==> src/hdl/pfr_pkg.sv <==
// pfr_pkg: shared types and constants for the page framebuffer rasterizer
// no dependencies
package pfr_pkg;

  typedef enum logic [2:0] {
    CMD_CLEAR = 3'd0,
    CMD_PIXEL = 3'd1,
    CMD_LINE  = 3'd2,
    CMD_RECT  = 3'd3,
    CMD_FILL  = 3'd4,
    CMD_READ  = 3'd5
  } cmd_t;

  localparam logic CFG_WIDTH  = 1'b0;
  localparam logic CFG_HEIGHT = 1'b1;

  typedef struct packed {
    logic [2:0] command;
    logic [7:0] x1;
    logic [7:0] y1;
    logic [7:0] x2;
    logic [7:0] y2;
    logic       color;
    logic [9:0] addr;
  } pfr_cmd_t;

  typedef enum logic [3:0] {
    ST_IDLE,
    ST_CLEAR,
    ST_PIXEL,
    ST_LINE,
    ST_RTOP,
    ST_RBOT,
    ST_RLEFT,
    ST_RRIGHT,
    ST_FILL,
    ST_READ,
    ST_RDWAIT,
    ST_DONE
  } pfr_state_t;

endpackage

==> src/hdl/pfr_front.sv <==
// pfr_front: input acceptance and a two-entry command queue
// depends on pfr_pkg
module pfr_front (
  input  logic            clk,
  input  logic            rst_n,
  input  logic            in_valid,
  output logic            in_stall,
  input  pfr_pkg::pfr_cmd_t in_cmd,
  output logic            q_valid,
  input  logic            q_pop,
  output pfr_pkg::pfr_cmd_t q_cmd
);
  import pfr_pkg::*;

  pfr_cmd_t   mem_r [2];
  logic       wp_r, rp_r;
  logic [1:0] cnt_r;
  logic       push;

  assign in_stall = (cnt_r == 2'd2);
  assign push     = in_valid && !in_stall;
  assign q_valid  = (cnt_r != 2'd0);
  assign q_cmd    = mem_r[rp_r];

  always_ff @(posedge clk) begin
    if (push) begin
      mem_r[wp_r] <= in_cmd;
    end
  end

  always_ff @(posedge clk) begin
    if (!rst_n) begin
      wp_r  <= 1'b0;
      rp_r  <= 1'b0;
      cnt_r <= 2'd0;
    end else begin
      if (push) wp_r <= ~wp_r;
      if (q_pop && q_valid) rp_r <= ~rp_r;
      cnt_r <= cnt_r + 2'(push) - 2'(q_pop && q_valid);
    end
  end

  assert property (@(posedge clk) disable iff (!rst_n) cnt_r <= 2'd2)
    else $error("queue count overflow");
  assert property (@(posedge clk) disable iff (!rst_n)
    (cnt_r == 2'd0) |-> !(q_pop && q_valid))
    else $error("pop from empty queue");
  assert property (@(posedge clk) disable iff (!rst_n)
    (cnt_r == 2'd2 && !(q_pop && q_valid)) |=> cnt_r == 2'd2)
    else $error("full queue lost an entry");
endmodule

==> config.mk <==
export PLATFORM = sky130hd
export DESIGN_NAME = pfr_front
export DESIGN_NICKNAME = d
export VERILOG_FILES = /design/src/hdl/pfr_pkg.sv /design/src/hdl/pfr_front.sv
export SDC_FILE = /design/constraint.sdc
export NUM_CORES = 1
export LEC_CHECK = 0
export ABC_AREA = 1
export BUFFER_PORTS_ARGS = -buffer_cell sky130_fd_sc_hd__buf_2
export CAP_MARGIN = 25
export CORE_MARGIN = 2
export CORE_UTILIZATION = 56
export CTS_CLUSTER_DIAMETER = 50
export DETAILED_ROUTE_END_ITERATION = 6
export HOLD_SLACK_MARGIN = 0.12
export PLACE_DENSITY = 0.85
export SETUP_SLACK_MARGIN = 0.3
export SLEW_MARGIN = 20
export SYNTH_ARGS = -nofsm -noshare
export SYNTH_HDL_FRONTEND = slang
export SYNTH_SLANG_ARGS = --single-unit
==> constraint.sdc <==
create_clock -name clk -period 8.82 [get_ports clk]
set_input_delay 1.764 -clock clk [delete_from_list [all_inputs] [get_ports clk]]
set_output_delay 1.764 -clock clk [all_outputs]
set_load 0.02 [all_outputs]
==> flow_summary.json, run 1 <==
{
  "post-route-min-period_ns": 3.96,
  "dieWidth_um": 86.0,
  "final.setup.worst_slack_ns": 4.86,
  "cts.htree.levels": 3,
  "overflow": 0,
  "synth_nets": 232,
  "avgViaCountPerCell": 5.15,
  "drv_slew": 0,
  "place_inst": 351,
  "port-buffer-count": 97,
  "cp.arrival_ns": 2.19,
  "crit_required_ns": 7.06,
  "synth_seq_cells": 97,
  "p_leak_nw": 1.83,
  "post_dp_cell_area_um2": 4280,
  "status": "completed",
  "period_share_pct": 44.8,
  "yosys_warnings": 0,
  "design.die.area_um2": 7400,
  "area_growth_pct": 20.0,
  "synth_area_um2": 3770,
  "drt_first_pass_iters": 4,
  "cts_resized": 0,
  "cts_inserted_buffers": 9,
  "clkSlewWorstSetupHoldPaths_ns": 0.08,
  "design_area_um2": 4520,
  "dp_hpwl_um": 4070,
  "finalHoldViolCount": 0,
  "grt_first_pass_wirelength_um": 9050,
  "rsz0062_at_grt": "no",
  "drc": 0,
  "rows": 29,
  "fmaxAchievable_mhz": 253,
  "core-area_um2": 6420,
  "holdCritPathClass": "reg2reg",
  "ff2ff_setup_slack_ns": 6.83,
  "start_kind": "flip-flop",
  "cap_viol_max_count": 0,
  "place_congestion": 0.680,
  "dp_slack_ns": 5.21,
  "avgSynthCellArea_um2": 20.9,
  "cts-root-buf": "clkbuf_8",
  "start_util_pct": 58.6,
  "tightest_slew_ns": 0.687,
  "fillers": 439,
  "worst_setup_path_end_kind": "primary output",
  "path_class": "reg2out",
  "syn_inst": 180,
  "die_y_um": 86.0,
  "wire_per_inst_um": 16.4,
  "vias": 1902,
  "antenna_found_initial": 0,
  "yosysUniqueCellTypes": 12,
  "fin_setup_tns_ns": 0,
  "cts.sinks": 97,
  "layout_commonest_cell": "buf_2",
  "drt-total-wl_um": 6050,
  "cts_tree": "done",
  "cp_max_fo": 26,
  "nets": 338,
  "seq_area_frac_synth_pct": 76.0,
  "layoutNonFillerInstCount": 369,
  "drive_gt1_share_pct": 56.0,
  "io_pins": 98,
  "powerDensity_nw_per_um2": 286,
  "total_power_mw": 1.29,
  "grt_pass1_vias": 1914,
  "peakVddDrop_v": 0.000163,
  "clock_latency_ns": 0.34,
  "ant_nets": 0,
  "setup_viol": 0,
  "final_cell_mix": "97 x buf_2, 92 x edfxtp_1, 40 x mux2_4",
  "cts_buffer_depth": 2,
  "grtUsageTotal_pct": 16.6,
  "drtIter0Drc": 106,
  "grt_max_degree": 47,
  "maxSlewHeadroom_pct": 54.1,
  "cts_hold_buf": 0,
  "post_cts_buffers": 0,
  "fin_worst_skew_ns": 0.0102
}
## stage by stage
stage	utilization, %	hold WS (ns)
CTS	70.0	0.540
floorplan	-	0.467
detailed placement	66.6	0.512
finish	70.4	0.532
global placement	66.6	0.483
global route	70.3	0.578
## cell usage after synthesis
cell	n	area, µm²
inv_1	8	30.0
buf_6	1	11.3
ha_1	2	25.0
mux2_2	6	67.6
dfxtp_1	5	100
nor2_1	8	30.0
mux2_4	40	601
edfxtp_1	92	2760
nand2_1	9	33.8
a21oi_1	2	10.0
nand3_1	3	15.0
buf_12	4	80.1
## area by class of cell
cell class                 count  area, µm²  share of cell area (%)
multi-input combinational     70        790                    17.5
sequential                    97       2860                    63.4
timing repair buffer         100        520                    11.5
clock inverter                 6       90.1                    1.99
tap                           77       96.3                    2.13
antenna                        1       2.50                  0.0554
inverter                       8       30.0                   0.664
clock buffer                  10        128                    2.82
## layer usage
layer,up-vias,wire length [µm],track usage [%],share of wire (%)
met5,-,0,0,0
met4,0,70,6.49,1.2
met3,8,395,4.62,6.5
met2,68,3070,27.8,51
met1,929,2510,20.6,42
li1,897,-,-,-
## worst max-delay path, stage by stage, from the launching register on
cell and delay [ns]:
dfxtp_2 0.76, buf_4 0.51, mux2_2 0.40, buf_2 0.16
## state kept, by name, summed over array words and instances, names as in the netlist, named ones only
signal,cells
mem_r,92
cnt_r,2
rp_r,1
wp_r,1
## final timing paths
path / depth (start not counted) / startpoint / end
setup / recovery: 3 / flip-flop / q_cmd[4]
hold / removal: 2 / rp_r / flip-flop
setup reg to reg: 5 / cnt_r[0] / mem_r[0][37]
hold reg to reg: 2 / rp_r / flip-flop
## power breakdown
group / switching, mW / internal [mW] / leakage, nW
Combinational: 0.204 / 0.166 / 0.819
Clock: 0.144 / 0.161 / 0.108
Sequential: 0.0345 / 0.583 / 0.901
Total: 0.382 / 0.910 / 1.83
## cell families (layout without fill, tap and decap cells)
family,count (synthesis),count (layout),synth area share [%]
multiplexers,46,46,17.7
buffers and inverters,13,124,3.22
AO/OA/AOI/OAI,2,2,0.266
other,0,1,0
AND/OR/NAND/NOR,20,20,2.09
adder cells (fa/ha/maj),2,2,0.664
flip-flops,97,97,76.0
Power figures use the tool's default switching activity.
==> inputs of run 2 (changes only) <==
--- a/config.mk
+++ b/config.mk
@@ -5,15 +5,15 @@
 export SDC_FILE = /design/constraint.sdc
 export NUM_CORES = 1
 export LEC_CHECK = 0
-export ABC_AREA = 1
+export ABC_AREA = 0
 export BUFFER_PORTS_ARGS = -buffer_cell sky130_fd_sc_hd__buf_2
 export CAP_MARGIN = 25
 export CORE_MARGIN = 2
-export CORE_UTILIZATION = 56
+export CORE_UTILIZATION = 47
 export CTS_CLUSTER_DIAMETER = 50
 export DETAILED_ROUTE_END_ITERATION = 6
 export HOLD_SLACK_MARGIN = 0.12
-export PLACE_DENSITY = 0.85
+export PLACE_DENSITY = 0.76
 export SETUP_SLACK_MARGIN = 0.3
 export SLEW_MARGIN = 20
 export SYNTH_ARGS = -nofsm -noshare
==> constraint.sdc (replaced) <==
create_clock -name clk -period 3.2 [get_ports clk]
set_input_delay 0.64 -clock clk [delete_from_list [all_inputs] [get_ports clk]]
set_output_delay 0.64 -clock clk [all_outputs]
set_load 0.02 [all_outputs]
==> run 2 against run 1 <==
Net effect:
- critical path depth down 1
- clock power rose to 2.9 times the previous value
- setup slack got worse by 4.2 ns
- die area grew 18%
- register-to-register slack got worse by 5.4 ns
- clock-buffer cell count unchanged
- wire length fell by 9.0%
- sequential power grew to 2.8 times the previous value
- clock skew fell by 0.0043 ns
- cell count grew 3.5%
- final area rose by 0.86%
- critical endpoint is now q_cmd[0]
==> flow_summary.json, run 2 <==
{
  "status": "completed",
  "dp_slack_ns": 1.05,
  "cts_hold_buf": 0,
  "cts.sinks": 97,
  "cp_max_fo": 46,
  "crit_required_ns": 2.56,
  "vias": 1810,
  "timing.hold.ws_ns": 0.479,
  "overflow": 0,
  "layout_commonest_cell": "buf_2",
  "layoutNonFillerInstCount": 382,
  "synth_compound_area_share_pct": 0.200,
  "dp_hpwl_um": 3580,
  "synth_commonest_cells": "92 x edfxtp_1, 40 x mux2_4, 6 x mux2_2",
  "cts-root-buf": "clkbuf_8",
  "peakVddDrop_v": 0.000417,
  "place_inst": 366,
  "nets": 327,
  "ant_nets": 0,
  "fin_worst_skew_ns": 0.00589,
  "start_kind": "flip-flop",
  "avgSynthCellArea_um2": 22.2,
  "io_pins": 98,
  "yosysMostFrequentCell": "edfxtp_1",
  "maxSlewHeadroom_pct": 43.4,
  "fmaxAchievable_mhz": 401,
  "start_util_pct": 48.6,
  "tightest_slew_ns": 0.849,
  "synth_async_sr_flop_share_pct": 0,
  "cts.htree.levels": 3,
  "drt-total-wl_um": 5500,
  "synth_nets": 221,
  "yosys_warnings": 0,
  "synth_simple_gate_area_share_pct": 1.43,
  "die_y_um": 93.4,
  "grtUsageTotal_pct": 13.3,
  "grt_pass1_vias": 1843,
  "synth_largest_area_cell": "edfxtp_1",
  "worst_setup_path_end_kind": "primary output",
  "design.die.area_um2": 8720,
  "drtIter0Drc": 66,
  "grt_first_pass_wirelength_um": 8560,
  "p_leak_nw": 1.81,
  "synth-xor-area-share_pct": 0.700,
  "wire_per_inst_um": 14.4,
  "place_congestion": 0.665,
  "synth_top_area_share_pct": 73.6,
  "cap_viol_max_count": 0,
  "clock_latency_ns": 0.34,
  "rows": 32,
  "holdCritPathClass": "in2reg",
  "setup_viol": 0,
  "core-area_um2": 7730,
  "port-buffer-count": 97,
  "avgViaCountPerCell": 4.74,
  "antenna_found_initial": 0,
  "synth_area_leaders": "edfxtp_1 74%, mux2_4 16%, dfxtp_1 2.7%, buf_12 2.1%, mux2_2 1.8%",
  "cp.arrival_ns": 1.85,
  "rsz0062_at_grt": "no",
  "powerDensity_nw_per_um2": 792,
  "synth_seq_cells": 97,
  "drt_first_pass_iters": 4,
  "post_dp_cell_area_um2": 4330,
  "drive_gt1_share_pct": 58.2,
  "post_cts_buffers": 0,
  "dieWidth_um": 93.4,
  "seq_area_frac_synth_pct": 76.2,
  "synthAdderAreaFrac_pct": 0.666,
  "cts_tree": "done",
  "synth_top_family_by_area": "multiplexers",
  "ys.flop_type": "edfxtp_1",
  "top_register": "mem_r",
  "synth_area_um2": 3760,
  "largest_reg_flops": 92,
  "post-route-util_pct": 59.0,
  "drv_slew": 0,
  "period_share_pct": 77.9,
  "synth.area.mux_share_pct": 18.1,
  "total_power_mw": 3.61,
  "path_class": "reg2out",
  "fin_setup_tns_ns": 0,
  "cts_inserted_buffers": 9,
  "cts_resized": 0,
  "drc": 0,
  "post-route-min-period_ns": 2.49,
  "yosysUniqueCellTypes": 18,
  "clkSlewWorstSetupHoldPaths_ns": 0.09,
  "design_area_um2": 4560,
  "grt_max_degree": 47,
  "reg_top3": "mem_r: 92 flops, cnt_r: 2 flops",
  "synth_edf_count": 92,
  "final.setup.worst_slack_ns": 0.707,
  "area_growth_pct": 21.4,
  "hp-start": "in_cmd[6]",
  "antenna_cells": 0,
  "finalHoldViolCount": 0,
  "final_cell_mix": "97 x buf_2, 92 x edfxtp_1, 40 x mux2_4",
  "cts_buffer_depth": 2,
  "r2r_start": "cnt_r[0]",
  "syn_inst": 169
}
run 2: changes by cell type after synthesis, sizes merged, moves of 2 or more:
cell,change
inv,-5
nor2,-4
nand2,-7
nand3,-3
a21oi,-2
nand2b,+2
xnor2,+2
run 2: path summary, 6_finish.rpt:
kind / slack, ns / end / cells past startpoint
worst max-delay path: 0.71 / q_cmd[0] / 2
worst min register to register: 0.53 / flip-flop / 2
worst min-delay path: 0.48 / mem_r[1][6] / 1
worst max register to register: 1.41 / mem_r[0][30] / 4
run 2: cell families (layout without fill, tap and decap cells):
| family | Yosys count | in the layout |
|---|---|---|
| AND/OR/NAND/NOR | 11 | 11 |
| flip-flops | 97 | 97 |
| buffers and inverters | 8 | 119 |
| adder cells (fa/ha/maj) | 2 | 2 |
| XOR/XNOR | 3 | 3 |
| AO/OA/AOI/OAI | 1 | 1 |
| multiplexers | 47 | 47 |
run 2: critical path, cell delays in order, from the launching register on:
cell     delay, ns
dfxtp_4       0.90
mux2_2        0.41
buf_2         0.16
run 2: final cells by class:
cell class / count / area, µm²
clock buffer: 10 / 128
clock inverter: 6 / 106
fill: 615 / 3170
inverter: 3 / 11.3
multi-input combinational: 64 / 800
sequential: 97 / 2870
tap: 102 / 128
timing repair buffer: 100 / 520
run 2: routing by layer:
layer  share of wire (%)  track usage (%)  wire [µm]
met3                 5.4             4.43        298
met5                   0                0          0
met2                  52             22.4       2840
met4                 1.0             5.15         56
met1                  42             15.8       2310
run 2: where the power goes:
part,switching [mW],internal (mW)
Clock,0.376,0.516
Combinational,0.488,0.484
Sequential,0.149,1.60
==> inputs of run 3 (changes only) <==
--- a/config.mk
+++ b/config.mk
@@ -5,7 +5,7 @@
 export SDC_FILE = /design/constraint.sdc
 export NUM_CORES = 1
 export LEC_CHECK = 0
-export ABC_AREA = 0
+export ABC_AREA = 1
 export BUFFER_PORTS_ARGS = -buffer_cell sky130_fd_sc_hd__buf_2
 export CAP_MARGIN = 25
 export CORE_MARGIN = 2
==> constraint.sdc (replaced) <==
create_clock -name clk -period 2.15 [get_ports clk]
set_input_delay 0.43 -clock clk [delete_from_list [all_inputs] [get_ports clk]]
set_output_delay 0.43 -clock clk [all_outputs]
set_load 0.02 [all_outputs]
==> run 3 against run 2 <==
Net effect:
- register-to-register slack worse by 0.82 ns
- non-clock buffer count grew 13
- via count increased by 6.2%
- flip-flop and latch count did not move
- first-iteration DRC count shrank 4.5%
- final area increased by 10%
- sequential share of layout area shrank 5.9 points
- die area increased by 0.26%
- critical path type unchanged
- highest routed layer unchanged
==> flow_summary.json, run 3 (synthesized netlist as in run 1, its figures left out) <==
{
  "status": "completed",
  "post-route-min-period_ns": 1.89,
  "nets": 351,
  "rsz0062_at_grt": "yes",
  "finalHoldViolCount": 0,
  "critPathSlowestCell": "dfxtp_4",
  "fmaxAchievable_mhz": 528,
  "highest_layer": "met4",
  "multi_input_area_um2": 808,
  "cts-root-buf": "clkbuf_8",
  "crit_required_ns": 1.72,
  "cp.arrival_ns": 1.46,
  "crit_chain": "buf_8, buf_16, mux2_4, buf_6",
  "start_kind": "flip-flop",
  "top_register": "mem_r",
  "total_power_mw": 5.76,
  "place_congestion": 0.645,
  "design.die.area_um2": 8750,
  "dr_wl_met3_um": 390,
  "die_y_um": 93.5,
  "layout.area.seq_um2": 2870,
  "fin_setup_tns_ns": 0,
  "io_pins": 98,
  "drtIter0Drc": 63,
  "tightest_slew_ns": 0.468,
  "dp_hpwl_um": 3680,
  "drt_first_pass_iters": 4,
  "cp_max_fo": 6,
  "clock_latency_ns": 0.36,
  "holdCritPathClass": "in2reg",
  "grt_first_pass_wirelength_um": 8970,
  "rows": 32,
  "antenna_cells": 0,
  "core-area_um2": 7730,
  "drv_slew": 0,
  "drc": 0,
  "antenna_found_initial": 0,
  "path_class": "reg2out",
  "setup_viol": 0,
  "cts_tree": "done",
  "dieWidth_um": 93.5,
  "overflow": 0,
  "drive_gt1_share_pct": 57.9,
  "layout_commonest_cell": "edfxtp_1",
  "cts.sinks": 97,
  "fin_worst_skew_ns": 0.0102,
  "drt-total-wl_um": 6630,
  "cap_viol_max_count": 0,
  "avgViaCountPerCell": 4.73,
  "ant_nets": 0,
  "period_share_pct": 88.1,
  "largest_reg_flops": 92,
  "final_cell_mix": "92 x edfxtp_1, 53 x buf_2, 46 x buf_6",
  "wire_per_inst_um": 16.3,
  "drt-met1-wl_um": 2730,
  "fillers": 550,
  "start_util_pct": 48.7,
  "max_stage_delay_ns": 0.38,
  "grtUsageTotal_pct": 14.2,
  "cts_inserted_buffers": 9,
  "maxSlewHeadroom_pct": 68.8,
  "reg_top3": "mem_r: 92 flops, cnt_r: 2 flops",
  "grt_max_degree": 47,
  "port-buffer-count": 97,
  "dr_wl_met2_um": 3440,
  "grt_pass1_vias": 1935,
  "worst_setup_path_end_kind": "primary output",
  "area_growth_pct": 33.6,
  "peakVddDrop_v": 0.000712,
  "vias": 1922,
  "clkSlewWorstSetupHoldPaths_ns": 0.09,
  "timing.hold.ws_ns": 0.254,
  "cts_buffer_depth": 2,
  "cts.htree.levels": 3,
  "p_leak_nw": 2.02,
  "powerDensity_nw_per_um2": 1140
}
==> run 3: cell count changes in the layout (fill, tap and decap cells not counted), sizes merged, moves of 2 or more <==
cell      previous run  this run
buf                100       109
nand2                2         9
inv                  3         8
nor2                 4         8
bufinv               3         0
clkbuf              10        13
nand3                0         3
a21oi                0         2
clkinv               3         5
clkinvlp             0         2
nand2b               2         0
xnor2                2         0
==> run 3: final cells by class <==
class / count / area share, %
Clock inverter: 7 / 0.920
Tap cell: 102 / 2.54
Clock buffer: 9 / 2.46
Inverter: 8 / 0.671
Multi-Input combinational cell: 70 / 16.1
Sequential cell: 97 / 57.0
Timing Repair Buffer: 113 / 20.4
==> run 3: where the power goes <==
part	switching, mW	leakage (nW)	internal (mW)	total [mW]
logic	1.04	1.03	1.20	2.25
clock network	0.610	0.0847	0.419	1.03
registers	0.0878	0.901	2.39	2.48
==> run 3: critical path: cells and delay by family, from the launching register on <==
kind / cells / cell delay, ns
buf+inv: 3 / 0.41
flops: 1 / 0.38
mux: 1 / 0.31
==> run 3: final timing paths <==
kind         startpoint          end  slack [ns]  depth (start not counted)
min           in_cmd[8]  mem_r[0][8]        0.25                          1
min reg2reg        rp_r         rp_r        0.56                          2
max           flip-flop     q_cmd[7]        0.26                          4
max reg2reg    cnt_r[0]     cnt_r[1]        0.59                         10
==> run 3: per-layer routing <==
metal  up-vias  global-route usage (%)
met2        69                    24.2
met1       919                    15.5
met3         6                    5.16
met4         0                    6.99
met5         -                       0
li1        928                       -
==> run 3: what timing repair did <==
item	in CTS	in global routing
resized for setup	2	99
cloned	1	6
endpoints found under the setup margin	44	44
hold buffers	0	0
setup buffers	0	5
==> run 3: per-stage QoR <==
step           cell area [µm²]  setup WS [ns]  utilization, %  instances
2_1_floorplan             3780          0.466               -        180
3_3_place_gp              4360          0.511            56.4        378
3_5_place_dp              4360          0.508            56.4        378
4_1_cts                   4560          0.201            59.1        395
5_1_grt                   5030          0.192            65.1        406
6_report                  5030          0.257            65.1        406
